File: config.mk
export PLATFORM = sky130hd
export DESIGN_NAME = key_event_fifo_with_ascii_map
export DESIGN_NICKNAME = d
export VERILOG_FILES = /design/src/sv/kef_pkg.sv /design/src/sv/key_event_fifo_with_ascii_map.sv /design/src/sv/kef_ram.sv /design/src/sv/kef_front.sv /design/src/sv/kef_cmdq.sv /design/src/sv/kef_back.sv
export SDC_FILE = /design/constraint.sdc
export NUM_CORES = 1
export LEC_CHECK = 0
export ABC_AREA = 1
export BUFFER_PORTS_ARGS = -buffer_cell sky130_fd_sc_hd__buf_2
export CAP_MARGIN = 10
export CORE_UTILIZATION = 55
export DETAILED_ROUTE_END_ITERATION = 8
export GPL_ROUTABILITY_DRIVEN = 0
export HOLD_SLACK_MARGIN = 0.1
export PLACE_DENSITY = 0.72
export SKIP_CTS_REPAIR_TIMING = 1
export SYNTH_ARGS = -nofsm -noshare
export SYNTH_HDL_FRONTEND = slang
export SYNTH_SLANG_ARGS = --single-unit
File: constraint.sdc
create_clock -name clk -period 4.2 [get_ports clk]
set_clock_uncertainty 0.05 [all_clocks]
set_input_delay 0.84 -clock clk [delete_from_list [all_inputs] [get_ports clk]]
set_output_delay 0.84 -clock clk [all_outputs]
set_load 0.005 [all_outputs]
File: src/sv/kef_pkg.sv
package kef_pkg;

  // Ring of key events; one slot always stays unused
  localparam int QUEUE_SLOTS = 64;
  localparam int PTR_W       = $clog2(QUEUE_SLOTS);
  localparam int CHAR_W      = 7;

  // Command queue between front and back
  localparam int CMDQ_DEPTH = 2;
  localparam int CMDQ_AW    = $clog2(CMDQ_DEPTH);
  localparam int CMDQ_CW    = $clog2(CMDQ_DEPTH + 1);

  // Input codes
  localparam logic        OP_PUSH    = 1'b0;
  localparam logic        OP_POP     = 1'b1;
  localparam logic [15:0] EV_KEY     = 16'd1;
  localparam logic [31:0] VAL_PRESS  = 32'd1;
  localparam logic [31:0] VAL_REPEAT = 32'd2;

  // Key codes with a character
  localparam logic [15:0] KEY_SPACE     = 16'd57;
  localparam logic [15:0] KEY_ENTER     = 16'd28;
  localparam logic [15:0] KEY_BACKSPACE = 16'd14;
  localparam logic [15:0] ROW_DIGITS_LO = 16'd2;
  localparam logic [15:0] ROW_TOP_LO    = 16'd16;
  localparam logic [15:0] ROW_HOME_LO   = 16'd30;
  localparam logic [15:0] ROW_BOTTOM_LO = 16'd44;

  localparam logic [CHAR_W-1:0] CH_NONE      = 7'h00;
  localparam logic [CHAR_W-1:0] CH_SPACE     = 7'h20;
  localparam logic [CHAR_W-1:0] CH_NEWLINE   = 7'h0A;
  localparam logic [CHAR_W-1:0] CH_BACKSPACE = 7'h08;

  // "1234567890"
  localparam logic [CHAR_W-1:0] ROW_DIGITS [10] = '{
    7'h31, 7'h32, 7'h33, 7'h34, 7'h35, 7'h36, 7'h37, 7'h38, 7'h39, 7'h30
  };
  // "qwertyuiop"
  localparam logic [CHAR_W-1:0] ROW_TOP [10] = '{
    7'h71, 7'h77, 7'h65, 7'h72, 7'h74, 7'h79, 7'h75, 7'h69, 7'h6F, 7'h70
  };
  // "asdfghjkl"
  localparam logic [CHAR_W-1:0] ROW_HOME [9] = '{
    7'h61, 7'h73, 7'h64, 7'h66, 7'h67, 7'h68, 7'h6A, 7'h6B, 7'h6C
  };
  // "zxcvbnm"
  localparam logic [CHAR_W-1:0] ROW_BOTTOM [7] = '{
    7'h7A, 7'h78, 7'h63, 7'h76, 7'h62, 7'h6E, 7'h6D
  };

  typedef enum logic [1:0] {
    CMD_PUSH_KEY,
    CMD_PUSH_OTHER,
    CMD_POP
  } cmd_kind_t;

  typedef struct packed {
    cmd_kind_t         kind;
    logic [CHAR_W-1:0] ch;
  } cmd_t;

  // Map a key code to its character, CH_NONE when it has none
  function automatic logic [CHAR_W-1:0] code_to_char(input logic [15:0] code);
    logic [15:0]       off_digits;
    logic [15:0]       off_top;
    logic [15:0]       off_home;
    logic [15:0]       off_bottom;
    logic [CHAR_W-1:0] ch;
    off_digits = code - ROW_DIGITS_LO;
    off_top    = code - ROW_TOP_LO;
    off_home   = code - ROW_HOME_LO;
    off_bottom = code - ROW_BOTTOM_LO;
    case (code) inside
      [16'd2:16'd11]:  ch = ROW_DIGITS[off_digits[3:0]];
      [16'd16:16'd25]: ch = ROW_TOP[off_top[3:0]];
      [16'd30:16'd38]: ch = ROW_HOME[off_home[3:0]];
      [16'd44:16'd50]: ch = ROW_BOTTOM[off_bottom[2:0]];
      KEY_SPACE:       ch = CH_SPACE;
      KEY_ENTER:       ch = CH_NEWLINE;
      KEY_BACKSPACE:   ch = CH_BACKSPACE;
      default:         ch = CH_NONE;
    endcase
    return ch;
  endfunction

endpackage

File: src/sv/key_event_fifo_with_ascii_map.sv
// Keyboard event queue. Push beats (op 0) offer an input event; key events (type 1) are
// reduced to their ASCII character on entry (press or repeat of a digit, lowercase letter,
// space, enter or backspace key; otherwise "no character") and kept in a ring of
// QUEUE_SLOTS entries, of which QUEUE_SLOTS-1 can be filled; a key event offered to a full
// ring is dropped and flagged. Pop beats (op 1) remove the oldest event. Every input beat
// gives exactly one result beat, in order. A two-entry command queue separates the
// classifying front end from the ring controller, so input stalls and output stalls are
// decoupled. A push result is registered when the ring controller takes its command; a pop
// of a non-empty ring first goes through the S_READ state, the registered read of the ring
// memory. The controller completes one push per cycle while the result register is free and
// takes no new command in S_READ. No clearing pass is needed after reset.
module key_event_fifo_with_ascii_map
  import kef_pkg::*;
(
  input  logic              clk,
  input  logic              rst,
  input  logic              in_valid,
  output logic              in_ready,
  input  logic              op,
  input  logic [15:0]       event_type,
  input  logic [15:0]       key_code,
  input  logic [31:0]       key_value,
  output logic              out_valid,
  input  logic              out_ready,
  output logic              stored,
  output logic              dropped_full,
  output logic              had_event,
  output logic              char_valid,
  output logic [CHAR_W-1:0] char_out
);

  logic f_valid;
  logic f_ready;
  cmd_t f_cmd;
  logic b_valid;
  logic b_ready;
  cmd_t b_cmd;

  kef_front u_front (
    .in_valid   (in_valid),
    .in_ready   (in_ready),
    .op         (op),
    .event_type (event_type),
    .key_code   (key_code),
    .key_value  (key_value),
    .cmd_valid  (f_valid),
    .cmd_ready  (f_ready),
    .cmd        (f_cmd)
  );

  kef_cmdq u_cmdq (
    .clk        (clk),
    .rst        (rst),
    .push_valid (f_valid),
    .push_ready (f_ready),
    .push_cmd   (f_cmd),
    .pop_valid  (b_valid),
    .pop_ready  (b_ready),
    .pop_cmd    (b_cmd)
  );

  kef_back u_back (
    .clk          (clk),
    .rst          (rst),
    .cmd_valid    (b_valid),
    .cmd_ready    (b_ready),
    .cmd          (b_cmd),
    .out_valid    (out_valid),
    .out_ready    (out_ready),
    .stored       (stored),
    .dropped_full (dropped_full),
    .had_event    (had_event),
    .char_valid   (char_valid),
    .char_out     (char_out)
  );

endmodule

File: src/sv/kef_ram.sv
module kef_ram #(
  parameter int WIDTH = 8,
  parameter int DEPTH = 64,
  parameter int AW    = $clog2(DEPTH)
) (
  input  logic             clk,
  input  logic             we,
  input  logic [AW-1:0]    waddr,
  input  logic [WIDTH-1:0] wdata,
  input  logic             re,
  input  logic [AW-1:0]    raddr,
  output logic [WIDTH-1:0] rdata
);

  logic [WIDTH-1:0] mem [DEPTH];

  // One write port, one registered read port
  always_ff @(posedge clk) begin
    if (we) begin
      mem[waddr] <= wdata;
    end
    if (re) begin
      rdata <= mem[raddr];
    end
  end

endmodule

File: src/sv/kef_front.sv
module kef_front
  import kef_pkg::*;
(
  input  logic        in_valid,
  output logic        in_ready,
  input  logic        op,
  input  logic [15:0] event_type,
  input  logic [15:0] key_code,
  input  logic [31:0] key_value,
  output logic        cmd_valid,
  input  logic        cmd_ready,
  output cmd_t        cmd
);

  logic is_press;

  // Accept a beat whenever the command queue has room
  assign in_ready  = cmd_ready;
  assign cmd_valid = in_valid;

  // Classify the beat and reduce a key event to its character
  assign is_press = (key_value == VAL_PRESS) || (key_value == VAL_REPEAT);

  always_comb begin
    cmd.ch = CH_NONE;
    if (op == OP_POP) begin
      cmd.kind = CMD_POP;
    end else if (event_type == EV_KEY) begin
      cmd.kind = CMD_PUSH_KEY;
      if (is_press) begin
        cmd.ch = code_to_char(key_code);
      end
    end else begin
      cmd.kind = CMD_PUSH_OTHER;
    end
  end

endmodule

File: src/sv/kef_cmdq.sv
module kef_cmdq
  import kef_pkg::*;
(
  input  logic clk,
  input  logic rst,
  input  logic push_valid,
  output logic push_ready,
  input  cmd_t push_cmd,
  output logic pop_valid,
  input  logic pop_ready,
  output cmd_t pop_cmd
);

  cmd_t               slots [CMDQ_DEPTH];
  logic [CMDQ_AW-1:0] wr_idx;
  logic [CMDQ_AW-1:0] rd_idx;
  logic [CMDQ_CW-1:0] count;
  logic               do_push;
  logic               do_pop;

  assign push_ready = (count != CMDQ_CW'(CMDQ_DEPTH));
  assign pop_valid  = (count != '0);
  assign pop_cmd    = slots[rd_idx];
  assign do_push    = push_valid && push_ready;
  assign do_pop     = pop_valid && pop_ready;

  // Hold commands in order between front and back
  always_ff @(posedge clk) begin
    if (rst) begin
      wr_idx <= '0;
      rd_idx <= '0;
      count  <= '0;
    end else begin
      if (do_push) begin
        slots[wr_idx] <= push_cmd;
        wr_idx <= (wr_idx == CMDQ_AW'(CMDQ_DEPTH - 1)) ? '0 : wr_idx + 1'b1;
      end
      if (do_pop) begin
        rd_idx <= (rd_idx == CMDQ_AW'(CMDQ_DEPTH - 1)) ? '0 : rd_idx + 1'b1;
      end
      if (do_push && !do_pop) begin
        count <= count + 1'b1;
      end else if (do_pop && !do_push) begin
        count <= count - 1'b1;
      end
    end
  end

endmodule

File: src/sv/kef_back.sv
module kef_back
  import kef_pkg::*;
(
  input  logic              clk,
  input  logic              rst,
  input  logic              cmd_valid,
  output logic              cmd_ready,
  input  cmd_t              cmd,
  output logic              out_valid,
  input  logic              out_ready,
  output logic              stored,
  output logic              dropped_full,
  output logic              had_event,
  output logic              char_valid,
  output logic [CHAR_W-1:0] char_out
);

  typedef enum logic {
    S_IDLE,
    S_READ
  } state_t;

  state_t            state;
  logic [PTR_W-1:0]  wptr;
  logic [PTR_W-1:0]  rptr;
  logic [PTR_W-1:0]  wptr_next;
  logic [PTR_W-1:0]  rptr_next;
  logic              out_free;
  logic              take;
  logic              full;
  logic              empty;
  logic              ram_we;
  logic              ram_re;
  logic [CHAR_W-1:0] ram_rdata;

  // Ring pointer advance and occupancy
  assign wptr_next = (wptr == PTR_W'(QUEUE_SLOTS - 1)) ? '0 : wptr + 1'b1;
  assign rptr_next = (rptr == PTR_W'(QUEUE_SLOTS - 1)) ? '0 : rptr + 1'b1;
  assign full      = (wptr_next == rptr);
  assign empty     = (wptr == rptr);

  // Take a command only when the result register can hold its outcome
  assign out_free  = !out_valid || out_ready;
  assign take      = (state == S_IDLE) && cmd_valid && out_free;
  assign cmd_ready = take;
  assign ram_we    = take && (cmd.kind == CMD_PUSH_KEY) && !full;
  assign ram_re    = take && (cmd.kind == CMD_POP) && !empty;

  kef_ram #(
    .WIDTH (CHAR_W),
    .DEPTH (QUEUE_SLOTS)
  ) u_ring (
    .clk   (clk),
    .we    (ram_we),
    .waddr (wptr),
    .wdata (cmd.ch),
    .re    (ram_re),
    .raddr (rptr),
    .rdata (ram_rdata)
  );

  // Execute commands and load the result register
  always_ff @(posedge clk) begin
    if (rst) begin
      state     <= S_IDLE;
      wptr      <= '0;
      rptr      <= '0;
      out_valid <= 1'b0;
    end else begin
      if (out_valid && out_ready) begin
        out_valid <= 1'b0;
      end
      case (state)
        S_IDLE: begin
          if (take) begin
            stored       <= 1'b0;
            dropped_full <= 1'b0;
            had_event    <= 1'b0;
            char_valid   <= 1'b0;
            char_out     <= CH_NONE;
            case (cmd.kind)
              CMD_PUSH_KEY: begin
                out_valid    <= 1'b1;
                stored       <= !full;
                dropped_full <= full;
                if (!full) begin
                  wptr <= wptr_next;
                end
              end
              CMD_PUSH_OTHER: begin
                out_valid <= 1'b1;
              end
              CMD_POP: begin
                if (empty) begin
                  out_valid <= 1'b1;
                end else begin
                  rptr  <= rptr_next;
                  state <= S_READ;
                end
              end
              default: begin
                out_valid <= 1'b1;
              end
            endcase
          end
        end
        S_READ: begin
          out_valid  <= 1'b1;
          had_event  <= 1'b1;
          char_valid <= (ram_rdata != CH_NONE);
          char_out   <= ram_rdata;
          state      <= S_IDLE;
        end
        default: begin
          state <= S_IDLE;
        end
      endcase
    end
  end

endmodule

* Word-level counts from Yosys, hierarchy flattened
Memory sizes are Yosys's and may differ from the RTL's. A register that Yosys moved wholly into a read port is not among the register bits.
Index checks and enable logic that the tools add are counted.
W data, S select, Z words.
** Cells by class
- Add/sub/neg operators :: 10
- Magnitude comparators :: 12
- Equality and inequality tests :: 13
- Muxes and demuxes :: 47
- Bitwise operators :: 8
- Reduce and logical (&&, ||, !) cells :: 30
** Operators by type and width (count)
- $mux W7 :: 18
- $eq A32 B1 Y1 const B :: 1
- $eq A32 B2 Y1 const B :: 1
- $ge A16 B5 Y1 const B :: 2
- $le A16 B6 Y1 const B :: 2
- $mux W1 :: 18
- $eq A16 B1 Y1 const B :: 1
- $eq A16 B4 Y1 const B :: 1
- $eq A16 B5 Y1 const B :: 1
- $eq A16 B6 Y1 const B :: 1
- $ge A16 B2 Y1 const B :: 1
- $ge A16 B6 Y1 const B :: 1
- $le A16 B4 Y1 const B :: 1
- $le A16 B5 Y1 const B :: 1
- $ge A5 B5 Y1 const B :: 3
- $logic_and A1 B1 Y1 :: 15
- $not A4 Y5 :: 3
- $pmux W7 S2 :: 1
- $add A6 B1 Y6 const B :: 2
- $eq A6 B6 Y1 :: 2
- $eq A6 B6 Y1 const B :: 2
- $mux W6 :: 2
- $pmux W1 S2 :: 4
- $reduce_and A4 Y1 :: 2
- other kinds (22) :: 34
** Storage, ports and cells
- Flip-flop bits (word level) :: 29
- RAM bits :: 466
- ROM bits :: 392
- Logic and storage cells :: 138
- Memories kept :: 6
** Memory list
- u_back.u_ring.mem :: words 64, width 7, rd ports 1, clocked after memory_dff 1, wr ports 1, RTL line kef_ram.sv:15 : logic [WIDTH-1:0] mem [DEPTH];
- (no name shown) :: words 16, width 7, rd ports 1, clocked after memory_dff 0, wr ports 0, RTL line kef_pkg.sv:74 : [16'd2:16'd11]: ch = ROW_DIGITS[off_digits[3:0]];
- (no name shown) :: words 16, width 7, rd ports 1, clocked after memory_dff 0, wr ports 0, RTL line kef_pkg.sv:75 : [16'd16:16'd25]: ch = ROW_TOP[off_top[3:0]];
- (no name shown) :: words 16, width 7, rd ports 1, clocked after memory_dff 0, wr ports 0, RTL line kef_pkg.sv:76 : [16'd30:16'd38]: ch = ROW_HOME[off_home[3:0]];
- (no name shown) :: words 8, width 7, rd ports 1, clocked after memory_dff 0, wr ports 0, RTL line kef_pkg.sv:77 : [16'd44:16'd50]: ch = ROW_BOTTOM[off_bottom[2:0]];
- u_cmdq.slots :: words 2, width 9, rd ports 1, clocked after memory_dff 1, wr ports 1, RTL line kef_cmdq.sv:14 : cmd_t slots [CMDQ_DEPTH];

* Depth between registers and ports, before layout
- Word-level depth :: 12
- Gate-level depth with buffers :: 15
- Gate-level depth less buffers :: 14

* Hierarchy
A second synthesis with hierarchy kept.
** Second synthesis, totals
- Cells, all modules :: 2058
- Area total of the unflattened synthesis :: 22167.5 um2
** By module, submodules not included
- kef_ram :: instances 1, cells an instance 1590, area an instance 18615.4 um2, sequential area each 13663.1 um2
- kef_back :: instances 1, cells an instance 198, area an instance 1456.4 um2, sequential area each 610.6 um2
- kef_front :: instances 1, cells an instance 205, area an instance 1146.1 um2, sequential area each 0.0 um2
- kef_cmdq :: instances 1, cells an instance 65, area an instance 949.7 um2, sequential area each 640.6 um2

* Least setup slack after synthesis
Ideal clock, no wire load.
- Kind :: flip-flop to flip-flop
- From :: reg u_back.wptr[0]
- To :: mem u_back.u_ring.mem[41][0] (netlist bit), enable pin
- Setup time :: 360 ps
- Arrival time :: 2093 ps
- Required time :: 3790 ps
- Slack :: 1697 ps
- Stages on the path, launching flop included :: 13
- Clock period less this slack :: 2503 ps
- Cell sequence :: dfxtp_1 > ha_1 > nand3_1 > xor2_1 > or2_2 > nand3_1 > nor2_1 > nand2_1 > nand2_2 > inv_2 > buf_6 > nand2_4 > nor2_1
** On the way
- Word-level cells in the longest chain between the ends :: 7
- Elaborated cells on any way between the ends :: 8
- Those cells by class :: add/sub (1); eq/ne (2); mux (3); reduce/logical (2)
** Ends and longest elaborated chain
- from (decl) :: RTL line kef_back.sv:24 : logic [PTR_W-1:0] wptr;
- from (signal assigned) :: RTL line kef_back.sv:87 : wptr <= wptr_next;
- $add A6 B1 Y6 / $eq A6 B6 Y1 (equally long branches) :: RTL line kef_back.sv:37 : assign wptr_next = (wptr == PTR_W'(QUEUE_SLOTS - 1)) ? '0 : wptr + 1'b1;
- $mux W6 :: RTL line kef_back.sv:37
- $eq A6 B6 Y1 :: RTL line kef_back.sv:39 : assign full = (wptr_next == rptr);
- $logic_not A1 Y1 :: RTL line kef_back.sv:46 : assign ram_we = take && (cmd.kind == CMD_PUSH_KEY) && !full;
- $logic_and A1 B1 Y1 :: RTL line kef_back.sv:46
- $mux W1 :: RTL line kef_ram.sv:19 : if (we) begin
- $mux W1 (implied by the code) :: RTL line kef_ram.sv:20 : mem[waddr] <= wdata;
- to (decl) :: RTL line kef_ram.sv:15
Several ways; a longest one is shown, not always the timed one.

* Worst setup path in the final report
- From :: reg u_back.rptr[4]
- To :: mem u_back.u_ring.mem[8][6] (netlist bit), enable pin
** On the way
- Word-level cells in the longest chain between the ends :: 5
** Ends and longest elaborated chain
- from (decl) :: RTL line kef_back.sv:25 : logic [PTR_W-1:0] rptr;
- from (signal assigned) :: RTL line kef_back.sv:97 : rptr <= rptr_next;
- $eq A6 B6 Y1 :: RTL line kef_back.sv:39
- $logic_not A1 Y1 :: RTL line kef_back.sv:46
- $logic_and A1 B1 Y1 :: RTL line kef_back.sv:46
- $mux W1 :: RTL line kef_ram.sv:19
- $mux W1 (implied by the code) :: RTL line kef_ram.sv:20
No other way between the ends.

==> impl_metrics.env <==
export IMPL_status="finished clean"
export IMPL_cp_start_kind="flip-flop"
export IMPL_numCtsBuffers=50
export IMPL_power_w=0.0129
export IMPL_finalSetupViolCount=0
export IMPL_clock_sinks=503
export IMPL_grt_max_degree=229
export IMPL_critPathTopFamily="simple AND/OR/NAND/NOR gates"
export IMPL_io_buffers=81
export IMPL_p_per_area_nw_per_um2=550
export IMPL_cts_root_buf="clkbuf_16"
export IMPL_yosys_warnings=0
export IMPL_dp_hpwl_mm=33.6
export IMPL_drc_errors=0
export IMPL_timing_final_crit_period_ns=3.70
export IMPL_cp_slowest_cell="dfxtp_1"
export IMPL_drv_cap=0
export IMPL_cp_arrival_ns=3.85
export IMPL_antenna_found_initial=1
export IMPL_grt_pass1_wl_mm=82.3
export IMPL_syn_instance_count=1786
export IMPL_worst_pin_slew_ns=1.06
export IMPL_wl_per_cell_um=22.8
export IMPL_clockPowerShare=0.330
export IMPL_power_frac_comb=0.193
export IMPL_gr_total_overflow=0
export IMPL_stdcell_count=2394
export IMPL_fmax_mhz=270
export IMPL_die_area_um2=39100
export IMPL_syn_num_nets=1869
export IMPL_period_share=0.880
export IMPL_switching_share=0.300
export IMPL_dr_pass1_iters=6
export IMPL_switchingPower_w=0.00388
export IMPL_grtUsageTotal=0.282
export IMPL_ys_seq_elements=503
export IMPL_p_leak_nw=7.97
export IMPL_ant_nets=0
export IMPL_worstPathRequired_ns=4.35
export IMPL_preCtsSetupSlack_ns=0.587
export IMPL_rsz0062_at_grt="false"
export IMPL_max_slew_margin_rel=0.292
export IMPL_worst_path_buf_inv=2
export IMPL_end_kind="flip-flop"
export IMPL_cp_max_fo=15
export IMPL_initial_core_util=0.560
export IMPL_core_region_area_um2=37700
export IMPL_drt_iter0_drc=1864
export IMPL_die_x_um=198
export IMPL_path_cells="inv_1 -> or2_2 -> nand3_1 -> nor2_1 -> nand2_1 -> nand2_2 -> inv_2 -> nand2_1 -> nor2_1"
export IMPL_io_pin_count=82
export IMPL_multi_input_area_um2=5520
export IMPL_finalWirelength_mm=54.5
export IMPL_cp_slowest_stage_delay_ns=0.70
export IMPL_ys_types=44
export IMPL_p_seq_frac=0.476
export IMPL_dr_total_vias=14800
export IMPL_layout_drive_gt1_share=0.112
export IMPL_report_final_hold_viol_count=0
export IMPL_final_seq_area_um2=14900
export IMPL_dp_cells=2301
export IMPL_rows=71
export IMPL_vdd_ir_drop_max_uv=303
export IMPL_n_fill_cell=2890
export IMPL_layout_setup_ws_ns=0.502
export IMPL_htree_levels=2
export IMPL_internal_power_w=0.00904
export IMPL_cts_buffer_depth=3
export IMPL_whs_ns=0.413
export IMPL_grt_pass1_vias=14400
export IMPL_clkLatencyLatePin_ns=0.57
export IMPL_slew_violations=0
export IMPL_ys_seq_area_frac=0.708
export IMPL_cts_reportedPaths_clkPinSlew_ns=0.06
export IMPL_critPathKind="flip-flop to flip-flop"
export IMPL_vias_per_cell=6.17
export IMPL_antennaDiodeCount=0
export IMPL_final_nets=1925
export IMPL_avgSynthCellArea_um2=11.8
export IMPL_syn_area_um2=21100
export IMPL_syn2layout_area_growth_pct=11.5
export IMPL_hold_path_class="flip-flop to flip-flop"
export IMPL_cts_tree="yes"
export IMPL_die_h_um=198
export IMPL_finalSetupTns_ns=0
==> power groups by stage <==
stage	clock network [W]	registers [W]	logic, W
after floorplan	0	0.00619	0.00145
after global placement	0	0.00625	0.00244
after detailed placement	0	0.00625	0.00245
after CTS	0.00429	0.00615	0.00246
after global routing	0.00448	0.00617	0.00268
final	0.00427	0.00615	0.00250
==> flip-flops by register name (all words and copies together) (netlist names), named ones only <==
signal	cells
u_back.had_event	1
u_back.state	1
u_back.dropped_full	1
u_back.char_valid	1
u_back.wptr	6
u_cmdq.wr_idx	1
u_cmdq.rd_idx	1
u_cmdq.count	2
u_back.rptr	6
u_cmdq.slots	18
u_back.u_ring.mem	448
u_back.char_out	7
u_back.u_ring.rdata	7
u_back.stored	1
u_back.out_valid	1
==> cell usage after synthesis <==
cell	count	area [um2]
inv_1	55	206
o21ai_1	1	5.00
a211oi_1	1	7.51
o21ai_0	252	1260
a31oi_1	2	12.5
clkinv_1	4	15.0
mux2i_1	1	10.0
xor2_1	3	26.3
and2_0	2	12.5
o21bai_1	1	7.51
a21oi_1	37	185
clkbuf_1	74	278
o21ai_2	1	8.76
nor2_1	365	1370
nand2_1	163	612
inv_2	5	18.8
a21boi_0	1	7.51
nor2_2	2	12.5
xnor2_1	2	17.5
o211ai_1	8	60.1
nor2_4	1	11.3
a21o_1	1	7.51
or2_2	2	12.5
ha_1	14	175
o22ai_1	66	413
a211oi_2	1	12.5
buf_1	4	15.0
mux2_2	7	78.8
nand2_2	2	12.5
nand3_1	89	445
dfxtp_1	19	380
nor3_1	11	55.1
nand4_1	12	75.1
buf_2	21	105
nor3b_1	2	15.0
nor4_1	9	56.3
and2_1	1	6.26
edfxtp_1	484	14500
nand3_2	1	10.0
buf_6	1	11.3
o221ai_1	49	429
o21a_1	1	7.51
nand3b_1	4	30.0
nand2_4	4	45.0
==> cells in the final DEF, fill, tap and decap left out, drive strengths merged, types with 3 or more instances in the layout <==
cell,instances
o211ai,8
inv,60
clkbuf,59
nor4,9
clkinvlp,4
clkinv,32
a21oi,37
nand3b,4
nor2,368
buf,104
and2,3
o221ai,49
nand3,90
ha,14
edfxtp,484
dfxtp,19
mux2,7
o21ai,254
o22ai,66
xor2,3
nor3,11
nand2,169
nand4,12
==> per-layer routing <==
metal	vias up	GRT usage	share of wire
li1	6633	-	-
met1	7107	0.388	0.40
met4	0	0.125	0.041
met3	162	0.0455	0.096
met5	-	0	0
met2	861	0.446	0.46
==> cells by family (layout without fill, tap and decap cells) <==
logic type | Yosys count | after routing | synth area share
xor+xnor | 5 | 5 | 0.00208
compound gates | 422 | 422 | 0.115
simple gates | 670 | 670 | 0.132
mux | 8 | 8 | 0.00421
flops | 503 | 503 | 0.708
fa+ha+maj | 14 | 14 | 0.00831
buf+inv | 164 | 261 | 0.0308
==> path summary, 6_finish.rpt <==
check	startpoint	endpoint	slack [ns]	depth (start not counted)
worst max register to register	u_back.rptr[4]$_SDFFE_PP0P_	u_back.u_ring.mem[8][6]$_DFFE_PP_	0.50	9
worst min-delay path	u_cmdq.wr_idx$_SDFFE_PP0P_	u_cmdq.wr_idx$_SDFFE_PP0P_	0.41	2
worst min register to register	u_cmdq.wr_idx$_SDFFE_PP0P_	u_cmdq.wr_idx$_SDFFE_PP0P_	0.41	2
worst max-delay path	u_back.rptr[4]$_SDFFE_PP0P_	u_back.u_ring.mem[8][6]$_DFFE_PP_	0.50	9
==> final cells by class <==
type,count,share of cell area
multi-input cells,1119,0.235
repair buffers,104,0.0251
clock buffers,59,0.0574
flip-flops and latches,503,0.635
clock inverters,34,0.00969
inverters,64,0.0104
well taps,511,0.0272
==> tightest hold or removal path, cell delays in order, from the launching register on <==
cell     delay, ns
dfxtp_1       0.31
nand2_1       0.06
a21oi_1       0.05
==> through the flow <==
stage	util	area [um2]
after CTS	0.624	23500
after floorplan	-	21100
after global placement	0.582	21900
after global routing	0.624	23500
final	0.624	23500
after detailed placement	0.582	21900
Power figures use the tool's default switching activity.
